==> src/rtl/dfp_pkg.sv <==
// Shared types and constants of the deadline frame pacer.
// Used by dfp_ctrl, dfp_datapath and deadline_frame_pacer; depends on nothing.
package dfp_pkg;

    localparam int LAG_W = 36;
    localparam int CFG_IDX_W = 2;
    localparam int CFG_DATA_W = 32;

    localparam logic [CFG_IDX_W-1:0] REG_PACING_ENABLED = 2'd0;
    localparam logic [CFG_IDX_W-1:0] REG_INTERVAL_TICKS = 2'd1;
    localparam logic [CFG_IDX_W-1:0] REG_MAX_LAG_FRAMES = 2'd2;

    localparam logic        PACING_RESET = 1'b1;
    localparam logic [31:0] INTERVAL_RESET = 32'd16683;
    localparam logic [3:0]  MAX_LAG_RESET = 4'd4;

    localparam logic CMD_TICK = 1'b0;
    localparam logic CMD_FRAME_DONE = 1'b1;

    localparam logic [2:0] REASON_BYPASS = 3'd0;
    localparam logic [2:0] REASON_FIRST_ARM = 3'd1;
    localparam logic [2:0] REASON_REANCHOR = 3'd2;
    localparam logic [2:0] REASON_LATE = 3'd3;
    localparam logic [2:0] REASON_WAITED = 3'd4;

    typedef struct packed {
        logic command;
        logic interp_active;
    } t_in;

    typedef struct packed {
        logic [2:0]  release_reason;
        logic [4:0]  intervals_advanced;
        logic [47:0] next_deadline;
    } t_out;

    typedef struct packed {
        logic load;
        logic tick;
        logic release_due;
        logic bypass;
        logic arm;
        logic anchor;
        logic catch_start;
        logic catch_step;
        logic catch_done;
        logic hold;
    } t_dp_cmd;

    typedef struct packed {
        logic pending;
        logic armed;
        logic due;
        logic reanchor;
        logic catch_over;
        logic drift;
    } t_dp_stat;

endpackage

==> src/rtl/dfp_datapath.sv <==
// Datapath of the deadline frame pacer: time counter, deadline, schedule flags
// and the catch-up accumulator. Depends on dfp_pkg; driven by dfp_ctrl.
module dfp_datapath #(
    parameter int TIME_BITS = 48
) (
    input  logic               i_clk,
    input  logic               i_rst_n,
    input  dfp_pkg::t_dp_cmd   i_cmd,
    input  logic [31:0]        i_interval,
    input  logic [3:0]         i_max_lag,
    output dfp_pkg::t_dp_stat  o_stat,
    output logic [4:0]         o_k,
    output logic [47:0]        o_deadline
);

    localparam int AW = ((TIME_BITS > 32) ? TIME_BITS : 32) + 1;
    localparam int CW = ((TIME_BITS > dfp_pkg::LAG_W) ? TIME_BITS : dfp_pkg::LAG_W) + 1;
    localparam logic [TIME_BITS-1:0] TMAX = '1;

    function automatic logic [TIME_BITS-1:0] sat_sum(input logic [TIME_BITS-1:0] a,
                                                     input logic [31:0] b);
        logic [AW-1:0] s;
        s = AW'(a) + AW'(b);
        if (s > AW'(TMAX)) begin
            return TMAX;
        end
        return s[TIME_BITS-1:0];
    endfunction

    logic [TIME_BITS-1:0]     r_now;
    logic [TIME_BITS-1:0]     r_deadline;
    logic                     r_armed;
    logic                     r_pending;
    logic [31:0]              r_iv;
    logic [dfp_pkg::LAG_W-1:0] r_lag;
    logic [AW-1:0]            r_acc;
    logic [4:0]               r_k;

    logic [31:0]              eff_iv;
    logic [TIME_BITS-1:0]     now_plus_iv;
    logic [TIME_BITS-1:0]     dl_plus_iv;
    logic [TIME_BITS-1:0]     gap;
    logic [TIME_BITS+47:0]    dl_ext;

    assign eff_iv = (i_interval == 32'd0) ? 32'd1 : i_interval;
    assign now_plus_iv = sat_sum(r_now, r_iv);
    assign dl_plus_iv = sat_sum(r_deadline, r_iv);
    assign gap = r_now - r_deadline;

    assign o_stat.pending = r_pending;
    assign o_stat.armed = r_armed;
    assign o_stat.due = (r_now >= r_deadline);
    assign o_stat.reanchor = (r_now > r_deadline) && (CW'(gap) > CW'(r_lag));
    assign o_stat.catch_over = (r_acc > AW'(r_now));
    assign o_stat.drift = ((CW'(r_deadline) + CW'(r_lag)) < CW'(r_now));

    assign dl_ext = {48'd0, r_deadline};
    assign o_deadline = dl_ext[47:0];
    assign o_k = r_k;

    always_ff @(posedge i_clk) begin
        if (!i_rst_n) begin
            r_now <= '0;
            r_deadline <= '0;
            r_armed <= 1'b0;
            r_pending <= 1'b0;
        end else begin
            if (i_cmd.load && i_cmd.tick && (r_now != TMAX)) begin
                r_now <= r_now + 1'b1;
            end
            if (i_cmd.release_due) begin
                r_pending <= 1'b0;
                r_deadline <= dl_plus_iv;
            end else if (i_cmd.bypass) begin
                r_armed <= 1'b0;
                r_deadline <= '0;
            end else if (i_cmd.arm) begin
                r_armed <= 1'b1;
                r_deadline <= now_plus_iv;
            end else if (i_cmd.anchor) begin
                r_deadline <= now_plus_iv;
            end else if (i_cmd.catch_done) begin
                r_deadline <= (r_acc > AW'(TMAX)) ? TMAX : r_acc[TIME_BITS-1:0];
            end else if (i_cmd.hold) begin
                r_pending <= 1'b1;
            end
        end
    end

    always_ff @(posedge i_clk) begin
        if (i_cmd.load) begin
            r_iv <= eff_iv;
            r_lag <= dfp_pkg::LAG_W'(eff_iv) * dfp_pkg::LAG_W'(i_max_lag);
            r_k <= 5'd0;
        end else if (i_cmd.catch_start) begin
            r_acc <= AW'(r_deadline) + AW'(r_iv);
            r_k <= 5'd1;
        end else if (i_cmd.catch_step) begin
            r_acc <= r_acc + AW'(r_iv);
            r_k <= r_k + 5'd1;
        end
    end

endmodule

==> src/rtl/dfp_ctrl.sv <==
// Controller of the deadline frame pacer: sequences load, evaluation, catch-up,
// drift guard and result hand-off. Depends on dfp_pkg; drives dfp_datapath.
module dfp_ctrl (
    input  logic               i_clk,
    input  logic               i_rst_n,
    input  logic               i_in_valid,
    input  dfp_pkg::t_in       i_in,
    input  logic               i_pacing_enabled,
    input  logic               i_out_free,
    input  dfp_pkg::t_dp_stat  i_stat,
    output logic               o_in_ready,
    output dfp_pkg::t_dp_cmd   o_cmd,
    output logic               o_emit,
    output logic [2:0]         o_reason
);

    localparam logic [2:0] S_IDLE = 3'd0;
    localparam logic [2:0] S_LOAD = 3'd1;
    localparam logic [2:0] S_EVAL = 3'd2;
    localparam logic [2:0] S_CATCH = 3'd3;
    localparam logic [2:0] S_GUARD = 3'd4;
    localparam logic [2:0] S_EMIT = 3'd5;

    logic [2:0] r_state;
    logic [2:0] n_state;
    logic       r_command;
    logic       r_interp;
    logic [2:0] r_reason;
    logic [2:0] n_reason;

    assign o_in_ready = (r_state == S_IDLE);
    assign o_reason = r_reason;

    always_comb begin
        n_state = r_state;
        n_reason = r_reason;
        o_cmd = '0;
        o_emit = 1'b0;
        unique case (r_state)
            S_IDLE: begin
                if (i_in_valid) begin
                    n_state = S_LOAD;
                end
            end
            S_LOAD: begin
                o_cmd.load = 1'b1;
                o_cmd.tick = (r_command == dfp_pkg::CMD_TICK);
                n_state = S_EVAL;
            end
            S_EVAL: begin
                n_state = S_IDLE;
                if (r_command == dfp_pkg::CMD_TICK) begin
                    if (i_stat.pending && i_stat.due) begin
                        o_cmd.release_due = 1'b1;
                        n_state = S_GUARD;
                    end
                end else if (i_stat.pending) begin
                    n_state = S_IDLE;
                end else if (!i_pacing_enabled || r_interp) begin
                    o_cmd.bypass = 1'b1;
                    n_reason = dfp_pkg::REASON_BYPASS;
                    n_state = S_EMIT;
                end else if (!i_stat.armed) begin
                    o_cmd.arm = 1'b1;
                    n_reason = dfp_pkg::REASON_FIRST_ARM;
                    n_state = S_EMIT;
                end else if (i_stat.reanchor) begin
                    o_cmd.anchor = 1'b1;
                    n_reason = dfp_pkg::REASON_REANCHOR;
                    n_state = S_EMIT;
                end else if (i_stat.due) begin
                    o_cmd.catch_start = 1'b1;
                    n_state = S_CATCH;
                end else begin
                    o_cmd.hold = 1'b1;
                end
            end
            S_CATCH: begin
                if (i_stat.catch_over) begin
                    o_cmd.catch_done = 1'b1;
                    n_reason = dfp_pkg::REASON_LATE;
                    n_state = S_EMIT;
                end else begin
                    o_cmd.catch_step = 1'b1;
                end
            end
            S_GUARD: begin
                o_cmd.anchor = i_stat.drift;
                n_reason = dfp_pkg::REASON_WAITED;
                n_state = S_EMIT;
            end
            S_EMIT: begin
                if (i_out_free) begin
                    o_emit = 1'b1;
                    n_state = S_IDLE;
                end
            end
            default: begin
                n_state = S_IDLE;
            end
        endcase
    end

    always_ff @(posedge i_clk) begin
        if (!i_rst_n) begin
            r_state <= S_IDLE;
        end else begin
            r_state <= n_state;
        end
    end

    always_ff @(posedge i_clk) begin
        r_reason <= n_reason;
        if (o_in_ready && i_in_valid) begin
            r_command <= i_in.command;
            r_interp <= i_in.interp_active;
        end
    end

endmodule

==> src/rtl/deadline_frame_pacer.sv <==
// Top level of the deadline frame pacer: configuration registers, output register,
// controller and datapath. Depends on dfp_pkg, dfp_ctrl and dfp_datapath.
//
// Requests enter on the input channel (i_in_valid, o_in_ready, i_in) as either a
// tick, which advances the internal time counter by one, or a frame-done request.
// Releases leave on the output channel (o_out_valid, i_out_ready, o_out) with their
// reason, the intervals moved in a late catch-up and the new deadline.
// Registers are written through i_cfg_we, i_cfg_index and i_cfg_data.
// A request without a release passes through acceptance, load and evaluation.
// A frame-done release adds the hand-off, and a release on a tick adds the drift
// guard and the hand-off. A late catch-up adds the hand-off and one catch-up step
// per whole interval moved (up to sixteen), since the adder advances the deadline
// by one interval per cycle. While the receiver stalls, the result waits in the
// output register and the block keeps accepting requests; a later result then
// waits in the controller until the output register frees.
// Reset loads the register defaults, clears the time counter and deadline, and
// leaves the schedule unarmed with nothing waiting.
module deadline_frame_pacer #(
    parameter int TIME_BITS = 48
) (
    input  logic                                i_clk,
    input  logic                                i_rst_n,
    input  logic                                i_in_valid,
    output logic                                o_in_ready,
    input  dfp_pkg::t_in                        i_in,
    output logic                                o_out_valid,
    input  logic                                i_out_ready,
    output dfp_pkg::t_out                       o_out,
    input  logic                                i_cfg_we,
    input  logic [dfp_pkg::CFG_IDX_W-1:0]       i_cfg_index,
    input  logic [dfp_pkg::CFG_DATA_W-1:0]      i_cfg_data
);

    logic              r_pacing_enabled;
    logic [31:0]       r_interval_ticks;
    logic [3:0]        r_max_lag_frames;
    logic              r_out_valid;
    dfp_pkg::t_out     r_out;

    dfp_pkg::t_dp_cmd  dp_cmd;
    dfp_pkg::t_dp_stat dp_stat;
    logic              emit;
    logic [2:0]        reason;
    logic [4:0]        k;
    logic [47:0]       deadline;
    logic              out_free;

    assign out_free = !r_out_valid || i_out_ready;
    assign o_out_valid = r_out_valid;
    assign o_out = r_out;

    always_ff @(posedge i_clk) begin
        if (!i_rst_n) begin
            r_pacing_enabled <= dfp_pkg::PACING_RESET;
            r_interval_ticks <= dfp_pkg::INTERVAL_RESET;
            r_max_lag_frames <= dfp_pkg::MAX_LAG_RESET;
        end else if (i_cfg_we) begin
            unique case (i_cfg_index)
                dfp_pkg::REG_PACING_ENABLED: r_pacing_enabled <= i_cfg_data[0];
                dfp_pkg::REG_INTERVAL_TICKS: r_interval_ticks <= i_cfg_data[31:0];
                dfp_pkg::REG_MAX_LAG_FRAMES: r_max_lag_frames <= i_cfg_data[3:0];
                default: begin
                end
            endcase
        end
    end

    always_ff @(posedge i_clk) begin
        if (!i_rst_n) begin
            r_out_valid <= 1'b0;
        end else if (emit) begin
            r_out_valid <= 1'b1;
        end else if (i_out_ready) begin
            r_out_valid <= 1'b0;
        end
    end

    always_ff @(posedge i_clk) begin
        if (emit) begin
            r_out.release_reason <= reason;
            r_out.intervals_advanced <= k;
            r_out.next_deadline <= deadline;
        end
    end

    dfp_ctrl u_ctrl (
        .i_clk            (i_clk),
        .i_rst_n          (i_rst_n),
        .i_in_valid       (i_in_valid),
        .i_in             (i_in),
        .i_pacing_enabled (r_pacing_enabled),
        .i_out_free       (out_free),
        .i_stat           (dp_stat),
        .o_in_ready       (o_in_ready),
        .o_cmd            (dp_cmd),
        .o_emit           (emit),
        .o_reason         (reason)
    );

    dfp_datapath #(
        .TIME_BITS (TIME_BITS)
    ) u_datapath (
        .i_clk      (i_clk),
        .i_rst_n    (i_rst_n),
        .i_cmd      (dp_cmd),
        .i_interval (r_interval_ticks),
        .i_max_lag  (r_max_lag_frames),
        .o_stat     (dp_stat),
        .o_k        (k),
        .o_deadline (deadline)
    );

    a_bypass_clean: assert property (@(posedge i_clk) disable iff (!i_rst_n)
        (o_out_valid && (o_out.release_reason == dfp_pkg::REASON_BYPASS))
        |-> (o_out.next_deadline == 48'd0 && o_out.intervals_advanced == 5'd0))
        else $error("bypass release carries a deadline or interval count");

    a_count_only_late: assert property (@(posedge i_clk) disable iff (!i_rst_n)
        (o_out_valid && (o_out.release_reason != dfp_pkg::REASON_LATE))
        |-> (o_out.intervals_advanced == 5'd0))
        else $error("interval count reported outside a late catch-up");

    a_late_range: assert property (@(posedge i_clk) disable iff (!i_rst_n)
        (o_out_valid && (o_out.release_reason == dfp_pkg::REASON_LATE))
        |-> (o_out.intervals_advanced != 5'd0 && o_out.intervals_advanced <= 5'd16))
        else $error("late catch-up moved an impossible number of intervals");

    a_one_at_a_time: assert property (@(posedge i_clk) disable iff (!i_rst_n)
        (i_in_valid && o_in_ready) |=> !o_in_ready)
        else $error("second request accepted while one is in progress");

endmodule

==> config.mk <==
export PLATFORM = sky130hd
export DESIGN_NAME = deadline_frame_pacer
export DESIGN_NICKNAME = d
export VERILOG_FILES = /design/src/rtl/dfp_pkg.sv /design/src/rtl/dfp_datapath.sv /design/src/rtl/dfp_ctrl.sv /design/src/rtl/deadline_frame_pacer.sv
export SDC_FILE = /design/constraint.sdc
export NUM_CORES = 1
export LEC_CHECK = 0
export ABC_AREA = 0
export BUFFER_PORTS_ARGS = -buffer_cell sky130_fd_sc_hd__buf_2
export CAP_MARGIN = 20
export CORE_MARGIN = 2
export CORE_UTILIZATION = 47
export DETAILED_ROUTE_END_ITERATION = 6
export PLACE_DENSITY_LB_ADDON = 0.2
export SETUP_SLACK_MARGIN = 0.02
export SLEW_MARGIN = 0
export SYNTH_ARGS = -nofsm -noshare
export SYNTH_HDL_FRONTEND = slang
export SYNTH_SLANG_ARGS = --single-unit
==> constraint.sdc <==
create_clock -name i_clk -period 7.35 [get_ports i_clk]
set_clock_uncertainty 0.15 [all_clocks]
set_input_delay 0.3675 -clock i_clk [delete_from_list [all_inputs] [get_ports i_clk]]
set_output_delay 0.3675 -clock i_clk [all_outputs]
set_load 0.005 [all_outputs]
Word level (Yosys, flattened, before mapping)
Cells that the tools add are included.

Flip-flop bits (word level): 322. Input bits: 41. Logic and storage cells: 151. Output and inout port bits: 58.

Multipliers: 1. Equality and inequality tests: 14. Mux-type cells: 66. Bitwise operators: 8. $add $sub $neg: 7. Reductions and logical operators: 27. $lt $le $gt $ge: 8.

Operator list (number): 48-bit 2-to-1 mux (10); 49-bit by 48-bit > comparator with 1-bit output (second input constant) (3); 48-bit by 32-bit adder with 49-bit output (2); 49-bit 2-to-1 mux (2); 3-bit 2-to-1 mux (17); 48-bit by 36-bit adder with 49-bit output (1); 49-bit by 32-bit adder with 49-bit output (1); 49-bit by 48-bit > comparator with 1-bit output (1); 49-bit by 48-bit less-than comparator with 1-bit output (1); 48-bit by 1-bit adder with 48-bit output (second input constant) (1); 48-bit >= comparator (1); 48-bit by 36-bit > comparator with 1-bit output (1); 48-bit > comparator (1); 48-bit inequality test (second input constant) (1); 48-bit subtractor (1); 32-bit by 4-bit multiplier with 36-bit output (1); 32-bit zero test (1); 32-bit 2-to-1 mux (1); 1-bit 2-to-1 mux (27); 3-bit one-hot mux with 6 select lines (1); 2-bit AND reduction (5); 5-bit AND reduction (2); 3-bit one-hot mux with 3 select lines (1); 2-bit 2-to-1 mux (4); other kinds (22) (44).

Logic depth before layout (Yosys ltp)
Word-level depth: 13. Gate-level depth with buffers: 29. Depth with buffers taken out: 27.

Hierarchy
Synthesis repeated with hierarchy kept, for this count alone.

Cells, all modules: 3562. Area, all modules: 30330.3 µm².

Modules (own cells, without submodules): dfp_datapath (times used 1, area each 26467.9 µm², sequential area each 5575.3 µm², cells each 3279); deadline_frame_pacer (times used 1, area each 3305.7 µm², sequential area each 2442.3 µm², cells each 225); dfp_ctrl (times used 1, area each 556.8 µm², sequential area each 210.2 µm², cells each 58).

Worst setup path after synthesis
OpenSTA, ideal clock, no wires.

Kind: register to register. Start: register u_ctrl.r_state[2]. End: register u_datapath.r_now[41]. Library setup time: 0.128 ns. Cell stages (with the launch flop): 12. Path slack: -0.514 ns. Path buffers: 2. Arrival: 7.586 ns. Cells stage by stage: dfxtp_1 > clkbuf_1 > nor3b_1 > nand2b_1 > a31oi_1 > and4_1 > clkbuf_1 > nand2_1 > nor4_2 > nand3_1 > xnor2_1 > nor2_1.

Cells in the longest elaborated chain, start to end: 4.

Ends and longest elaborated chain: from (decl) (line dfp_ctrl.sv:24) `logic [2:0] r_state;`; from (signal assigned) (line dfp_ctrl.sv:108) `r_state <= n_state;`; 3-bit by 1-bit == test with 1-bit output (line dfp_ctrl.sv:39) `unique case (r_state)`; 2-bit 2-to-1 mux (line dfp_ctrl.sv:39); 1-bit logical AND (2 in a row) (line dfp_datapath.sv:68) `if (i_cmd.load && i_cmd.tick && (r_now != TMAX)) begin`; to (signal assigned) (line dfp_datapath.sv:69) `r_now <= r_now + 1'b1;`; to (decl) (line dfp_datapath.sv:30) `logic [TIME_BITS-1:0] r_now;`.

No other way between the ends. A chain may end at the register's enable or synchronous reset.

Worst setup path in the final report
Start: register u_datapath.r_lag[0] (netlist bit). End: register u_datapath.r_deadline[4] (netlist: u_datapath.o_deadline[4]).

Cells in the longest elaborated chain, start to end: 12. Elaborated cells on any way between the ends: 15. Those cells by class: 1 x add/sub; 2 x order compare; 10 x mux; 2 x reduce/logical.

Ends and longest elaborated chain: from (decl) (line dfp_datapath.sv:35) `logic [dfp_pkg::LAG_W-1:0] r_lag;`; from (signal assigned) (line dfp_datapath.sv:93) `r_lag <= dfp_pkg::LAG_W'(eff_iv) * dfp_pkg::LAG_W'(i_max_lag);`; parallel branches: the longest is 7 deep, another holds 48-bit by 36-bit adder with 49-bit output; 1-bit one-hot mux with 2 select lines * (line dfp_ctrl.sv:39); 48-bit 2-to-1 mux (line dfp_datapath.sv:80) `end else if (i_cmd.anchor) begin`; 48-bit 2-to-1 mux (line dfp_datapath.sv:77) `end else if (i_cmd.arm) begin`; 48-bit 2-to-1 mux (line dfp_datapath.sv:74) `end else if (i_cmd.bypass) begin`; 48-bit 2-to-1 mux (line dfp_datapath.sv:71) `if (i_cmd.release_due) begin`; to (signal assigned) (line dfp_datapath.sv:73) `r_deadline <= dl_plus_iv;`; to (signal assigned) (line dfp_datapath.sv:79) `r_deadline <= now_plus_iv;`; to (signal assigned) (line dfp_datapath.sv:81) `r_deadline <= now_plus_iv;`; to (decl) (line dfp_datapath.sv:31) `logic [TIME_BITS-1:0] r_deadline;`.

Mark *: on every way between the ends.

==> impl_results.md <==
* Proportion of synthesized flip-flops having asynchronous set or reset at 0%
* Dominant cells by area after synthesis: sky130_fd_sc_hd__edfxtp_1 (18%), sky130_fd_sc_hd__ha_1 (15%), sky130_fd_sc_hd__dfxtp_1 (9.6%)
* Predominant post-synthesis flop cell: sky130_fd_sc_hd__edfxtp_1
* Gp weighted congestion at 0.988
* Slew at the pin with the worst max-slew slack at 1120 ps
* Synthesized-area fraction occupied by and/or/nand/nor cells at 17.9%
* Number of synthesis warnings at 0
* Clk root buf: sky130_fd_sc_hd__clkbuf_16
* Fin crit period at 7010 ps
* Area used by multi-input combinational logic at 0.0203 mm²
* Share of the synthesized netlist area taken by xor and xnor gates at 8.00%
* Worst-path cell with the longest stage delay: sky130_fd_sc_hd__or4_1
* Cells after synthesis at 3,523
* Tightest slew margin relative to the limit at 25.2%
* Total half-perimeter wirelength after legalization and detailed placement at 77,900 µm
* Sum of negative setup slack at 0 ps
* Max-slew violations at 0
* Busiest grt layer: met2
* Number of maximum-capacitance constraint violations at 0
* Via count of the routed design at 27,000
* Number of port buffers at 98
* Met1 capacity usage during global routing at 39.0%
* Die Y at 257 µm
* Required time of the critical path at 7650 ps
* Sort of element at the end of the critical path: register
* CTS sink count at 322
* Power density of the placed cells at 216 mW/mm²
* Sequential cell area fraction in the yosys report at 27.4%
* Number of levels the H-tree was split into at 2
* Met2 capacity usage during global routing at 47.3%
* Number of DRC violations after detailed routing at 0
* Total power of the final layout at 0.00715 W
* Placeable core region at 0.0631 mm²
* Met3 Resource Use GR at 4.33%
* Total of fill cells in the finished design at 6,104
* Hold crit path type: in -> reg
* Gr ovfl total at 0
* First-pass GRT wire length at 149,000 µm
* Arithmetic-cell share of the synthesized area counting full adders, half adders and majority gates at 19.1%
* Count of nets after finishing at 4,070
* Clock-pin transition on the worst setup and hold timing paths at 60 ps
* Final period util at 95.4%
* Area Overhead vs Synth at 10.6%
* Startpoint of the worst register-to-register path: u_datapath.r_lag[0]
* Vias per std cell at 6.02
* Site row count at 92
* Register area at 0.00823 mm²
* Area of the die at 0.0658 mm²
* Highest ir drop seen on vdd at 0.169 mV
* Cell type with the highest aggregate area in the netlist: sky130_fd_sc_hd__edfxtp_1
* Number of endpoints failing setup at the final stage at 0
* Fraction of post-synthesis cell area in the top cell type by area at 17.8%
* Distinct cells, synth at 94
* Status: finished clean
* Beginning of the critical path: u_datapath.r_lag[0]
* CTS tree: yes
* Antenna Nets Post-Route at 0
* Worst Min Path Start: i_cfg_index[1]
* Cell area after technology mapping at 0.0300 mm²
* Global router's overall resource usage at 28.9%
* Max clock buf depth at 3
* Arrival @ worst endpoint at 7310 ps
* Total Wirelength at 97,600 µm
* Static leakage at 14.2 nW
* Top-level port count at 99
* RSZ-0062 raised after global routing: false
* Total CTS buffers at 40
* Longest individual stage delay on the worst path at 560 ps
* Final-report hold violation count at 0
* Compound-Gate Fraction of Synth Area at 20.7%
* Pin count of the biggest net entering global routing at 82
* Count of state elements after synthesis at 322
* Start-to-end type of the worst setup path: reg -> reg
* Antenna violations before repair at 2
* Proportion of synthesized area in mux cells at 1.84%
* Horiz. Die Dim at 257 µm
* Post-Synthesis Mean Instance Area at 8.51 µm²
* Clock network latency to the later pin of the worst-skew pair at 600 ps
* Layout cell share with drive strength beyond 1 at 8.18%
* Most used standard cells in the synthesized netlist: sky130_fd_sc_hd__ha_1 (353), sky130_fd_sc_hd__nand2_1 (353), sky130_fd_sc_hd__a21oi_1 (290)
* Main combinational cell family by area after synthesis: compound AO/OA/AOI/OAI gates
* Max FO, Critical Path at 40
* Routed wire per std cell at 21.7 µm
* Crit start category: register
* Number of flops mapped to enable cells by yosys at 178
* Number of global-route vias before repair at 25,700
* Drt initial violations at 2,120
* Highest attainable clock frequency at 0.143 GHz
* Number of optimization iterations in the first detailed-route pass at 5
* Post-synthesis net count at 3,982
* Starting utilization of the core area at 47.5%
registers in the layout, summed over array words and instances, names as in the netlist:
signal,flops
u_datapath.r_iv,32
o_out_valid,1
r_interval_ticks,32
u_ctrl.r_interp,1
u_datapath.r_lag,36
u_ctrl.o_reason,3
u_ctrl.r_command,1
u_ctrl.r_state,3
u_datapath.r_now,48
r_max_lag_frames,4
o_out,56
u_datapath.o_k,5
r_pacing_enabled,1
u_datapath.r_armed,1
u_datapath.r_acc,49
u_datapath.o_deadline,48
u_datapath.r_pending,1
placed cells by master (no fill, tap or decap), types with 38 or more instances in the layout:
master,Yosys,layout
sky130_fd_sc_hd__nor2_1,239,236
sky130_fd_sc_hd__and2_1,52,52
sky130_fd_sc_hd__a21oi_1,290,289
sky130_fd_sc_hd__o221ai_1,40,40
sky130_fd_sc_hd__o21a_1,39,38
sky130_fd_sc_hd__xor2_1,60,60
sky130_fd_sc_hd__xnor2_1,214,214
sky130_fd_sc_hd__ha_1,353,353
sky130_fd_sc_hd__inv_1,253,253
sky130_fd_sc_hd__clkbuf_16,0,41
sky130_fd_sc_hd__o21ai_0,197,195
sky130_fd_sc_hd__nand3_1,92,91
sky130_fd_sc_hd__buf_4,2,39
sky130_fd_sc_hd__buf_2,12,99
sky130_fd_sc_hd__nand4_1,64,64
sky130_fd_sc_hd__dfxtp_1,144,144
sky130_fd_sc_hd__fa_1,65,65
sky130_fd_sc_hd__edfxtp_1,178,178
sky130_fd_sc_hd__nand2_1,353,352
sky130_fd_sc_hd__nor3_1,95,94
sky130_fd_sc_hd__a21o_1,125,125
routing by layer:
metal	routed length, µm	part of all wire, %
met3	7120	7.3
met4	3400	3.5
met5	0	0
met1	42600	44
met2	44500	46
final timing paths:
path                                    to  slack, ps  cells past startpoint
setup / recovery  u_datapath.o_deadline[4]        340                     29
hold / removal            r_pacing_enabled         30                      4
setup reg to reg  u_datapath.o_deadline[4]        340                     29
hold reg to reg                  o_out[55]        270                      0
stage by stage:
step | util (%) | hold slack, ps | std cells | setup WS [ps] | cell area, µm²
after floorplan | - | 250 | 3523 | 412 | 30000
after global placement | 49.8 | 254 | 4373 | 368 | 31400
after detailed placement | 49.8 | 258 | 4373 | 260 | 31400
after CTS | 52.5 | 4.51 | 4483 | 224 | 33100
after global routing | 52.6 | 51.4 | 4488 | 25.1 | 33200
final | 52.6 | 30.4 | 4489 | 339 | 33200
area by class of cell:
| class | instances | share of cell area (%) |
|---|---|---|
| diodes | 1 | 0.00754 |
| clock buffers | 52 | 3.40 |
| clock inverters | 21 | 0.656 |
| inverters | 255 | 2.89 |
| multi-input cells | 2811 | 61.3 |
| flip-flops and latches | 322 | 24.8 |
| well taps | 846 | 3.19 |
| repair buffers | 181 | 3.78 |
cells by family (layout without fill, tap and decap cells):
kind of cell / Yosys count / after routing
AO/OA/AOI/OAI: 957 / 957
XOR/XNOR: 274 / 274
adder cells (fa/ha/maj): 418 / 418
buffers and inverters: 390 / 509
flip-flops: 322 / 322
multiplexers: 51 / 51
other: 0 / 1
AND/OR/NAND/NOR: 1111 / 1111
worst max-delay path: cells and delay by family (launching register included):
kind            cells  cell delay, ps
fa+ha+maj           3             970
flops               1             390
buf+inv             3             670
xor+xnor            1             100
compound gates     16            3270
simple gates        6            1310
what timing repair did:
item                                    4_1_cts  5_1_grt
hold buffers                                 37        0
endpoints found under the setup margin        0      137
resized for setup                             0        8
endpoints found under the hold margin        42        0
buffers inserted                              0        2
power breakdown:
part	switching [W]	internal (W)	leakage [nW]
clock	0.000851	0.00120	0.669
combinational	0.00171	0.00120	10.8
sequential	0.000160	0.00203	2.79
total	0.00272	0.00443	14.2
Note: power is estimated with default switching activity, not from simulation.
